$ cat src/hdl/ism_pkg.sv
package ism_pkg;

  localparam int COORD_WIDTH = 32;
  localparam int DEPTH_DEF   = 64;

  typedef struct packed {
    logic signed [COORD_WIDTH-1:0] item_start;
    logic signed [COORD_WIDTH-1:0] item_stop;
    logic                          item_last;
  } in_item_t;

  typedef struct packed {
    logic signed [COORD_WIDTH-1:0] merged_start;
    logic signed [COORD_WIDTH-1:0] merged_stop;
    logic                          merged_last;
    logic                          items_dropped;
  } res_item_t;

  // datapath operations issued by the controller, one per cycle
  typedef enum logic [3:0] {
    OP_NONE,
    OP_LOAD,
    OP_SORT_INIT,
    OP_RD_CUR,
    OP_LAT_CUR,
    OP_CMP,
    OP_PUT,
    OP_SW_RD0,
    OP_SW_INIT,
    OP_SW_STEP,
    OP_SW_END
  } dp_op_e;

  typedef struct packed {
    dp_op_e op;
  } dp_cmd_t;

  typedef struct packed {
    logic n_one;        // set holds a single interval
    logic i_next_done;  // current insertion is the final one
    logic j_one;        // hole index has reached one
    logic cur_first;    // held interval orders ahead of the one read back
    logic k_done;       // sweep has read the final entry
  } dp_status_t;

endpackage

$ cat src/hdl/ism_ram.sv
module ism_ram #(
  parameter int WIDTH = 64,
  parameter int DEPTH = 64,
  localparam int AW = (DEPTH > 1) ? $clog2(DEPTH) : 1
) (
  input  logic             clk_i,
  input  logic             we_i,
  input  logic [AW-1:0]    waddr_i,
  input  logic [WIDTH-1:0] wdata_i,
  input  logic [AW-1:0]    raddr_i,
  output logic [WIDTH-1:0] rdata_o
);

  logic [WIDTH-1:0] mem_q [DEPTH];
  logic [WIDTH-1:0] rdata_q;

  always_ff @(posedge clk_i) begin
    if (we_i) begin
      mem_q[waddr_i] <= wdata_i;
    end
    rdata_q <= mem_q[raddr_i];
  end

  assign rdata_o = rdata_q;

endmodule

$ cat src/hdl/ism_ctrl.sv
module ism_ctrl import ism_pkg::*; (
  input  logic       clk_i,
  input  logic       rst_ni,
  input  logic       start_i,
  input  logic       item_last_i,
  input  dp_status_t status_i,
  output dp_cmd_t    cmd_o,
  output logic       busy_o
);

  typedef enum logic [3:0] {
    S_LOAD,
    S_SORT_INIT,
    S_RD_CUR,
    S_LAT_CUR,
    S_CMP,
    S_PUT,
    S_SW_RD0,
    S_SW_INIT,
    S_SW_STEP,
    S_SW_END
  } state_e;

  state_e state_q, state_d;
  logic   busy_q;

  always_comb begin
    state_d    = state_q;
    cmd_o.op   = OP_NONE;
    case (state_q)
      S_LOAD: begin
        if (start_i) begin
          cmd_o.op = OP_LOAD;
          if (item_last_i) state_d = S_SORT_INIT;
        end
      end
      S_SORT_INIT: begin
        cmd_o.op = OP_SORT_INIT;
        state_d  = status_i.n_one ? S_SW_RD0 : S_RD_CUR;
      end
      S_RD_CUR: begin
        cmd_o.op = OP_RD_CUR;
        state_d  = S_LAT_CUR;
      end
      S_LAT_CUR: begin
        cmd_o.op = OP_LAT_CUR;
        state_d  = S_CMP;
      end
      S_CMP: begin
        cmd_o.op = OP_CMP;
        if (status_i.cur_first) begin
          if (status_i.j_one) state_d = S_PUT;
        end else begin
          state_d = status_i.i_next_done ? S_SW_RD0 : S_RD_CUR;
        end
      end
      S_PUT: begin
        cmd_o.op = OP_PUT;
        state_d  = status_i.i_next_done ? S_SW_RD0 : S_RD_CUR;
      end
      S_SW_RD0: begin
        cmd_o.op = OP_SW_RD0;
        state_d  = S_SW_INIT;
      end
      S_SW_INIT: begin
        cmd_o.op = OP_SW_INIT;
        state_d  = status_i.k_done ? S_LOAD : S_SW_STEP;
      end
      S_SW_STEP: begin
        cmd_o.op = OP_SW_STEP;
        if (status_i.k_done) state_d = S_SW_END;
      end
      S_SW_END: begin
        cmd_o.op = OP_SW_END;
        state_d  = S_LOAD;
      end
      default: begin
        state_d = S_LOAD;
      end
    endcase
  end

  always_ff @(posedge clk_i or negedge rst_ni) begin
    if (!rst_ni) begin
      state_q <= S_LOAD;
      busy_q  <= 1'b0;
    end else begin
      state_q <= state_d;
      busy_q  <= (state_d != S_LOAD);
    end
  end

  assign busy_o = busy_q;

endmodule

$ cat src/hdl/ism_dp.sv
module ism_dp import ism_pkg::*; #(
  parameter int DEPTH = DEPTH_DEF
) (
  input  logic       clk_i,
  input  logic       rst_ni,
  input  dp_cmd_t    cmd_i,
  input  in_item_t   item_i,
  output dp_status_t status_o,
  output logic       res_valid_o,
  output res_item_t  res_o
);

  localparam int CW   = COORD_WIDTH;
  localparam int EW   = 2 * CW;
  localparam int AW   = (DEPTH > 1) ? $clog2(DEPTH) : 1;
  localparam int CNTW = $clog2(DEPTH + 1);

  logic [CNTW-1:0] count_q, count_d;
  logic [CNTW-1:0] i_q, i_d;
  logic [CNTW-1:0] j_q, j_d;
  logic [CNTW-1:0] k_q, k_d;
  logic            ovf_q, ovf_d;
  logic [EW-1:0]   cur_q, cur_d;
  logic [CW-1:0]   run_lo_q, run_lo_d;
  logic [CW-1:0]   run_hi_q, run_hi_d;
  logic            out_vld_q, out_vld_d;
  res_item_t       out_q, out_d;

  logic            we;
  logic [CNTW-1:0] waddr, raddr;
  logic [EW-1:0]   wdata, rdata;

  logic [CW-1:0]   rd_start, rd_stop, cur_start, cur_stop;
  logic            cur_first, overlap, extend;
  logic [CNTW-1:0] j_m1, j_m2, i_p1, k_p1;

  // entries are packed {stop, start}
  assign rd_start  = rdata[CW-1:0];
  assign rd_stop   = rdata[EW-1:CW];
  assign cur_start = cur_q[CW-1:0];
  assign cur_stop  = cur_q[EW-1:CW];

  assign cur_first = ($signed(cur_start) < $signed(rd_start)) ||
                     ((cur_start == rd_start) && ($signed(cur_stop) < $signed(rd_stop)));
  assign overlap = $signed(rd_start) <= $signed(run_hi_q);
  assign extend  = $signed(rd_stop) > $signed(run_hi_q);

  assign j_m1 = j_q - CNTW'(1);
  assign j_m2 = j_q - CNTW'(2);
  assign i_p1 = i_q + CNTW'(1);
  assign k_p1 = k_q + CNTW'(1);

  assign status_o.n_one       = (count_q == CNTW'(1));
  assign status_o.i_next_done = (i_p1 == count_q);
  assign status_o.j_one       = (j_q == CNTW'(1));
  assign status_o.cur_first   = cur_first;
  assign status_o.k_done      = (k_q == count_q);

  always_comb begin
    count_d   = count_q;
    i_d       = i_q;
    j_d       = j_q;
    k_d       = k_q;
    ovf_d     = ovf_q;
    cur_d     = cur_q;
    run_lo_d  = run_lo_q;
    run_hi_d  = run_hi_q;
    out_vld_d = 1'b0;
    out_d     = out_q;
    we        = 1'b0;
    waddr     = j_q;
    wdata     = cur_q;
    raddr     = '0;
    case (cmd_i.op)
      OP_LOAD: begin
        if (count_q < CNTW'(DEPTH)) begin
          we      = 1'b1;
          waddr   = count_q;
          wdata   = {item_i.item_stop, item_i.item_start};
          count_d = count_q + CNTW'(1);
        end else begin
          ovf_d = 1'b1;
        end
      end
      OP_SORT_INIT: begin
        i_d = CNTW'(1);
      end
      OP_RD_CUR: begin
        raddr = i_q;
        j_d   = i_q;
      end
      OP_LAT_CUR: begin
        cur_d = rdata;
        raddr = j_m1;
      end
      OP_CMP: begin
        we = 1'b1;
        if (cur_first) begin
          // shift the larger entry up one slot and look further down
          wdata = rdata;
          j_d   = j_m1;
          raddr = j_m2;
        end else begin
          wdata = cur_q;
          i_d   = i_p1;
        end
      end
      OP_PUT: begin
        we  = 1'b1;
        i_d = i_p1;
      end
      OP_SW_RD0: begin
        raddr = '0;
        k_d   = CNTW'(1);
      end
      OP_SW_INIT: begin
        run_lo_d = rd_start;
        run_hi_d = rd_stop;
        if (k_q == count_q) begin
          out_vld_d = 1'b1;
          out_d     = '{merged_start: rd_start, merged_stop: rd_stop,
                        merged_last: 1'b1, items_dropped: ovf_q};
          count_d   = '0;
          ovf_d     = 1'b0;
        end else begin
          raddr = k_q;
          k_d   = k_p1;
        end
      end
      OP_SW_STEP: begin
        if (overlap) begin
          if (extend) run_hi_d = rd_stop;
        end else begin
          out_vld_d = 1'b1;
          out_d     = '{merged_start: run_lo_q, merged_stop: run_hi_q,
                        merged_last: 1'b0, items_dropped: ovf_q};
          run_lo_d  = rd_start;
          run_hi_d  = rd_stop;
        end
        if (k_q != count_q) begin
          raddr = k_q;
          k_d   = k_p1;
        end
      end
      OP_SW_END: begin
        out_vld_d = 1'b1;
        out_d     = '{merged_start: run_lo_q, merged_stop: run_hi_q,
                      merged_last: 1'b1, items_dropped: ovf_q};
        count_d   = '0;
        ovf_d     = 1'b0;
      end
      default: begin
      end
    endcase
  end

  always_ff @(posedge clk_i or negedge rst_ni) begin
    if (!rst_ni) begin
      count_q   <= '0;
      ovf_q     <= 1'b0;
      i_q       <= '0;
      j_q       <= '0;
      k_q       <= '0;
      out_vld_q <= 1'b0;
    end else begin
      count_q   <= count_d;
      ovf_q     <= ovf_d;
      i_q       <= i_d;
      j_q       <= j_d;
      k_q       <= k_d;
      out_vld_q <= out_vld_d;
    end
  end

  always_ff @(posedge clk_i) begin
    cur_q    <= cur_d;
    run_lo_q <= run_lo_d;
    run_hi_q <= run_hi_d;
    out_q    <= out_d;
  end

  ism_ram #(
    .WIDTH (EW),
    .DEPTH (DEPTH)
  ) u_store (
    .clk_i   (clk_i),
    .we_i    (we),
    .waddr_i (waddr[AW-1:0]),
    .wdata_i (wdata),
    .raddr_i (raddr[AW-1:0]),
    .rdata_o (rdata)
  );

  assign res_valid_o = out_vld_q;
  assign res_o       = out_q;

endmodule

$ cat src/hdl/interval_sort_merge_core.sv
// Merges overlapping signed intervals, one set at a time. Loading takes one beat
// per cycle, busy_o low. On the beat with item_last the set of n intervals is sorted
// in the store (one read and one write port): a setup step, a read, a latch and a
// compare per insert, one more compare per shifted entry; then it is swept, busy_o
// high; the final result strobes in the first idle cycle. The receiver cannot stall.
// Reset (rst_ni, async low) empties the set; the store contents are not cleared.
module interval_sort_merge_core import ism_pkg::*; #(
  parameter int DEPTH = DEPTH_DEF
) (
  input  logic      clk_i,
  input  logic      rst_ni,
  input  logic      start_i,
  output logic      busy_o,
  input  in_item_t  item_i,
  output logic      res_valid_o,
  output res_item_t res_o
);

  dp_cmd_t    cmd;
  dp_status_t status;

  // controller: sequences load, sort and sweep phases
  ism_ctrl u_ctrl (
    .clk_i       (clk_i),
    .rst_ni      (rst_ni),
    .start_i     (start_i),
    .item_last_i (item_i.item_last),
    .status_i    (status),
    .cmd_o       (cmd),
    .busy_o      (busy_o)
  );

  // datapath: store, counters, comparators and the result register
  ism_dp #(
    .DEPTH (DEPTH)
  ) u_dp (
    .clk_i       (clk_i),
    .rst_ni      (rst_ni),
    .cmd_i       (cmd),
    .item_i      (item_i),
    .status_o    (status),
    .res_valid_o (res_valid_o),
    .res_o       (res_o)
  );

`ifndef SYNTHESIS
  // the last beat of a set always starts the sort
  assert property (@(posedge clk_i) disable iff (!rst_ni)
    (start_i && !busy_o && item_i.item_last) |=> busy_o)
    else $error("last beat did not start processing");

  // only the final merged interval may appear once the block is idle again
  assert property (@(posedge clk_i) disable iff (!rst_ni)
    (res_valid_o && !res_o.merged_last) |-> busy_o)
    else $error("non-final result outside of a sweep");

  // busy only rises on a last beat
  assert property (@(posedge clk_i) disable iff (!rst_ni)
    $rose(busy_o) |-> $past(start_i && item_i.item_last))
    else $error("busy rose without a last beat");

  // the final result closes the set: nothing follows directly after it
  assert property (@(posedge clk_i) disable iff (!rst_ni)
    (res_valid_o && res_o.merged_last) |=> !res_valid_o)
    else $error("result after the final merged interval");
`endif

endmodule

$ cat config.mk
export PLATFORM = sky130hd
export DESIGN_NAME = interval_sort_merge_core
export DESIGN_NICKNAME = d
export VERILOG_FILES = /design/src/hdl/ism_pkg.sv /design/src/hdl/ism_ram.sv /design/src/hdl/ism_ctrl.sv /design/src/hdl/ism_dp.sv /design/src/hdl/interval_sort_merge_core.sv
export SDC_FILE = /design/constraint.sdc
export NUM_CORES = 2
export LEC_CHECK = 0
export BUFFER_PORTS_ARGS = -buffer_cell sky130_fd_sc_hd__buf_2
export CAP_MARGIN = 25
export CORE_MARGIN = 3
export CORE_UTILIZATION = 45
export CTS_CLUSTER_SIZE = 12
export DETAILED_ROUTE_END_ITERATION = 10
export PLACE_DENSITY = 0.6
export SYNTH_ARGS = -nofsm -noshare
export SYNTH_HDL_FRONTEND = slang
export SYNTH_HIERARCHICAL = 1
export SYNTH_SLANG_ARGS = --single-unit
$ cat constraint.sdc
create_clock -name clk_i -period 19.6 [get_ports clk_i]
set_input_delay 0.98 -clock clk_i [delete_from_list [all_inputs] [get_ports clk_i]]
set_output_delay 0.98 -clock clk_i [all_outputs]
set_load 0.02 [all_outputs]
==> run_summary.xml <==
<?xml version="1.0" encoding="UTF-8"?>
<metrics>
  <group name="setup_path">
    <metric name="critPathCaptureType" unit="">flip-flop</metric>
    <metric name="wp_data_arrival" unit="ns">9.65</metric>
    <metric name="critical_path_class" unit="">reg2reg</metric>
    <metric name="max_stage_delay" unit="ns">1.04</metric>
    <metric name="worst_ep_required_time" unit="ns">20.47</metric>
    <metric name="timing.critical_path.slowest_stage_cell" unit="">a2111oi_0</metric>
    <metric name="worst_path_max_fanout" unit="">92</metric>
    <metric name="critical_path.cell_chain" unit="">inv_1, ha_1, nand2_1, o21bai_1, a2111oi_0, a31o_1, nand4b_2, o211ai_4, nand2_1, o21ai_4, buf_4, buf_4, buf_12, buf_4, mux4_2, mux2i_1, o22ai_1, a41oi_1, a211oi_1, buf_4</metric>
    <metric name="worstSetupStartpointType" unit="">flip-flop</metric>
    <metric name="timing.critical_path.mode_cell" unit="">buf_4</metric>
  </group>
  <group name="clock_network">
    <metric name="cts.repair_timing.setup_buffer_count" unit="">0</metric>
    <metric name="path_clk_slew" unit="ns">0.06</metric>
    <metric name="clkSinkCount" unit="">4389</metric>
    <metric name="cts_root_buf" unit="">clkbuf_16</metric>
    <metric name="postCtsHoldBufs" unit="">0</metric>
    <metric name="clock_path_buffers" unit="">4</metric>
    <metric name="postCtsResizedCells" unit="">0</metric>
    <metric name="tritoncts_buffers" unit="">444</metric>
    <metric name="worst_skew_pair.late_latency" unit="ns">1.01</metric>
    <metric name="clock_tree.htree_level_count" unit="">5</metric>
    <metric name="cts_tree" unit="">built</metric>
  </group>
  <group name="timing">
    <metric name="maxClockFrequency" unit="MHz">114</metric>
    <metric name="final-max-slew-violation-count" unit="">0</metric>
    <metric name="setup_viol_count_final" unit="">0</metric>
    <metric name="tightest_hold_margin" unit="ns">0.126</metric>
    <metric name="timing.max_slew.rel_slack" unit="%">17.8</metric>
    <metric name="finalCritPeriodShare" unit="%">44.8</metric>
    <metric name="timing.clock.skew" unit="ns">0.107</metric>
    <metric name="worst_slew_pin_slew" unit="ns">1.22</metric>
    <metric name="final_layout_setup_total_negative_slack" unit="ns">0</metric>
    <metric name="layout_setup_ws" unit="ns">10.82</metric>
    <metric name="final.min_clock_period" unit="ns">8.78</metric>
    <metric name="finalHoldViolations" unit="">0</metric>
    <metric name="setup_repair_after_global_routing_missed_its_margin" unit="">false</metric>
  </group>
  <group name="logic_synthesis">
    <metric name="post_synth_inst_count" unit="">7924</metric>
    <metric name="ys_seq_elements" unit="">4389</metric>
    <metric name="post-synth-top-area-cell" unit="">edfxtp_1</metric>
    <metric name="ys_dominant_reg_cell" unit="">edfxtp_1</metric>
    <metric name="synthAdderAreaFrac" unit="%">0.992</metric>
    <metric name="synth_edf_count" unit="">4290</metric>
    <metric name="xor_xnor_share_of_the_synthesized_area" unit="%">0.195</metric>
    <metric name="postSynthAreaPerCell" unit="µm²">21.5</metric>
    <metric name="synth_area_in_simple_gates" unit="%">2.00</metric>
    <metric name="synth.top_cells.by_area" unit="">edfxtp_1 76%, mux4_2 14%, mux2i_1 1.2%, a22oi_1 1.0%, ha_1 0.99%</metric>
    <metric name="top_cells_by_count_synth" unit="">4290 x edfxtp_1, 1024 x mux4_2, 232 x a22oi_1</metric>
    <metric name="yosys.cell_types.count" unit="">77</metric>
    <metric name="syn_area" unit="mm²">0.170</metric>
    <metric name="asyncSetResetFlopFracSynth" unit="%">0.797</metric>
    <metric name="syn_nets" unit="">8127</metric>
    <metric name="post_synthesis_sequential_area_ratio" unit="%">76.9</metric>
    <metric name="synth_compound_area_share" unit="%">3.62</metric>
    <metric name="main_combinational_cell_family_by_area_after_synthesis" unit="">multiplexers</metric>
    <metric name="synth.most_common_cell" unit="">edfxtp_1</metric>
    <metric name="muxShareOfSynthArea" unit="%">14.7</metric>
    <metric name="synth.yosys.warnings" unit="">6</metric>
    <metric name="synth_top_area_share" unit="%">75.7</metric>
  </group>
  <group name="drt">
    <metric name="route.detailed.drc" unit="">0</metric>
    <metric name="wl_met2" unit="µm">242000</metric>
    <metric name="met3_wirelength" unit="µm">63100</metric>
    <metric name="drtIter0Drc" unit="">15260</metric>
    <metric name="topRoutingLayerUsed" unit="">met5</metric>
    <metric name="vias" unit="">90327</metric>
    <metric name="post_drt_wl_per_cell" unit="µm">38.3</metric>
    <metric name="detail_route.wirelength.met1" unit="µm">203000</metric>
    <metric name="antenna_left" unit="">0</metric>
    <metric name="drt-vias-per-instance" unit="">6.55</metric>
    <metric name="drtPass1Iterations" unit="">8</metric>
    <metric name="finalWirelength" unit="µm">528000</metric>
  </group>
  <group name="pwr">
    <metric name="powerDensity" unit="mW/mm²">183</metric>
    <metric name="worst_vdd_ir" unit="mV">0.208</metric>
    <metric name="total_power_after_layout" unit="mW">35.4</metric>
    <metric name="static-leakage-power" unit="nW">59.5</metric>
  </group>
  <group name="layout">
    <metric name="finish.net_count" unit="">8606</metric>
    <metric name="final_cells" unit="">13782</metric>
    <metric name="design_area" unit="mm²">0.193</metric>
    <metric name="finalCoreUtilization" unit="%">51.3</metric>
    <metric name="syn2layout_area_growth" unit="%">13.4</metric>
    <metric name="layout_cells_sized_above_1" unit="%">25.9</metric>
  </group>
  <group name="global_route">
    <metric name="overall_track_demand_over_capacity_in_global_routing" unit="%">27.0</metric>
    <metric name="antenna_violations_before_repair" unit="">47</metric>
    <metric name="grt_first_pass_wirelength" unit="µm">725000</metric>
    <metric name="grt_pass1_vias" unit="">87273</metric>
    <metric name="grt_remaining_overflow" unit="">0</metric>
    <metric name="pin_count_of_the_biggest_net_entering_global_routing" unit="">96</metric>
  </group>
  <group name="placed_design">
    <metric name="detailed_place.area" unit="mm²">0.179</metric>
    <metric name="port-buffer-count" unit="">135</metric>
    <metric name="post-place-cells" unit="">12940</metric>
    <metric name="preCtsSetupSlack" unit="ns">10.96</metric>
    <metric name="gp_congestion" unit="">0.895</metric>
    <metric name="dp.final_hpwl" unit="µm">287000</metric>
  </group>
  <group name="floorplan">
    <metric name="die-width" unit="µm">621</metric>
    <metric name="rows" unit="">225</metric>
    <metric name="die_h" unit="µm">621</metric>
    <metric name="ios" unit="">136</metric>
    <metric name="starting_density_of_the_core" unit="%">45.3</metric>
    <metric name="core_region_area" unit="mm²">0.376</metric>
    <metric name="die_area" unit="mm²">0.386</metric>
  </group>
  <group name="worst_hold_path">
    <metric name="worstHoldPathType" unit="">in2async</metric>
  </group>
  <group name="run">
    <metric name="maxCapViolCount" unit="">0</metric>
  </group>
  <group name="status">
    <metric name="status" unit="">finished, final reports clean</metric>
  </group>
</metrics>
[final cells by class]
cell class	instances	area [µm²]
repair buffers	472	3570
well taps	4994	6250
inverters	134	503
multi-input cells	2962	38100
diodes	29	72.6
clock buffers	691	12800
flip-flops and latches	4389	131000
fillers	29451	183000
clock inverters	111	860
[flip-flops by register name, indices dropped and copies added (netlist names)]
register / count
u_dp/run_hi_q: 32
u_dp/u_store/mem_q: 4096
u_ctrl/busy_o: 1
u_dp/res_o: 66
u_ctrl/state_q: 4
u_dp/i_q: 7
u_dp/res_valid_o: 1
u_dp/j_q: 7
u_dp/run_lo_q: 32
u_dp/k_q: 7
u_dp/ovf_q: 1
u_dp/u_store/rdata_o: 64
u_dp/cur_q: 64
u_dp/count_q: 7
[worst max-delay path: cells and delay by family, from the launching register on]
kind            cells  cell delay, ns
simple gates        3            0.75
fa+ha+maj           1            0.36
flops               1            0.65
mux                 2            0.77
buf+inv             6            3.04
compound gates      8            2.84
[kinds of logic after synthesis]
| group | after synthesis |
|---|---|
| DFF | 4389 |
| and+or+nand+nor | 694 |
| buffers and inverters | 573 |
| xor gates and xnor gates | 38 |
| AOI/OAI and AO/OA | 868 |
| adders and majority gates | 135 |
| muxes | 1227 |
[routing by layer]
layer | up-vias | track usage (%)
li1 | 34398 | -
met1 | 49021 | 38.9
met2 | 5999 | 41.2
met3 | 903 | 5.80
met4 | 6 | 8.95
met5 | - | 0
[cells in the final DEF, fill, tap and decap left out, types with 41 or more instances in the layout]
cell type,count
clkbuf_16,454
and3_1,71
o22ai_1,87
a211oi_1,62
a22oi_1,232
nor2_1,104
mux2i_1,201
o21ai_4,69
ha_1,135
inv_1,134
nor2_4,65
a22o_1,88
buf_2,138
o221ai_1,41
dfxtp_1,64
edfxtp_1,4290
nand2_1,178
clkbuf_8,51
buf_4,299
clkbuf_1,186
nand3_1,61
mux4_2,1024
clkinv_1,53
a21oi_1,53
o21ai_0,94
[power breakdown]
part / leakage (nW) / switching, mW / internal [mW]
Clock: 6.60 / 3.52 / 4.51
Combinational: 13.2 / 8.70 / 5.00
Sequential: 39.6 / 0.394 / 13.3
[final timing paths]
kind	slack, ns	startpoint	depth (start not counted)	end
worst max-delay path	10.82	u_dp/u_store/rdata_o[31]	20	u_dp/u_store/rdata_o[58]
worst min-delay path	0.13	rst_ni	1	u_dp/count_q[2]
worst max register to register	10.82	u_dp/u_store/rdata_o[31]	20	u_dp/u_store/rdata_o[58]
worst min register to register	0.46	u_dp/u_store/rdata_o[30]	0	u_dp/run_lo_q[30]
max in group asynchronous	18.87	rst_ni	1	u_dp/i_q[1]
min in group clk_i	0.46	u_dp/u_store/rdata_o[30]	0	u_dp/run_lo_q[30]
No activity file was read; power rests on OpenSTA's default activity.
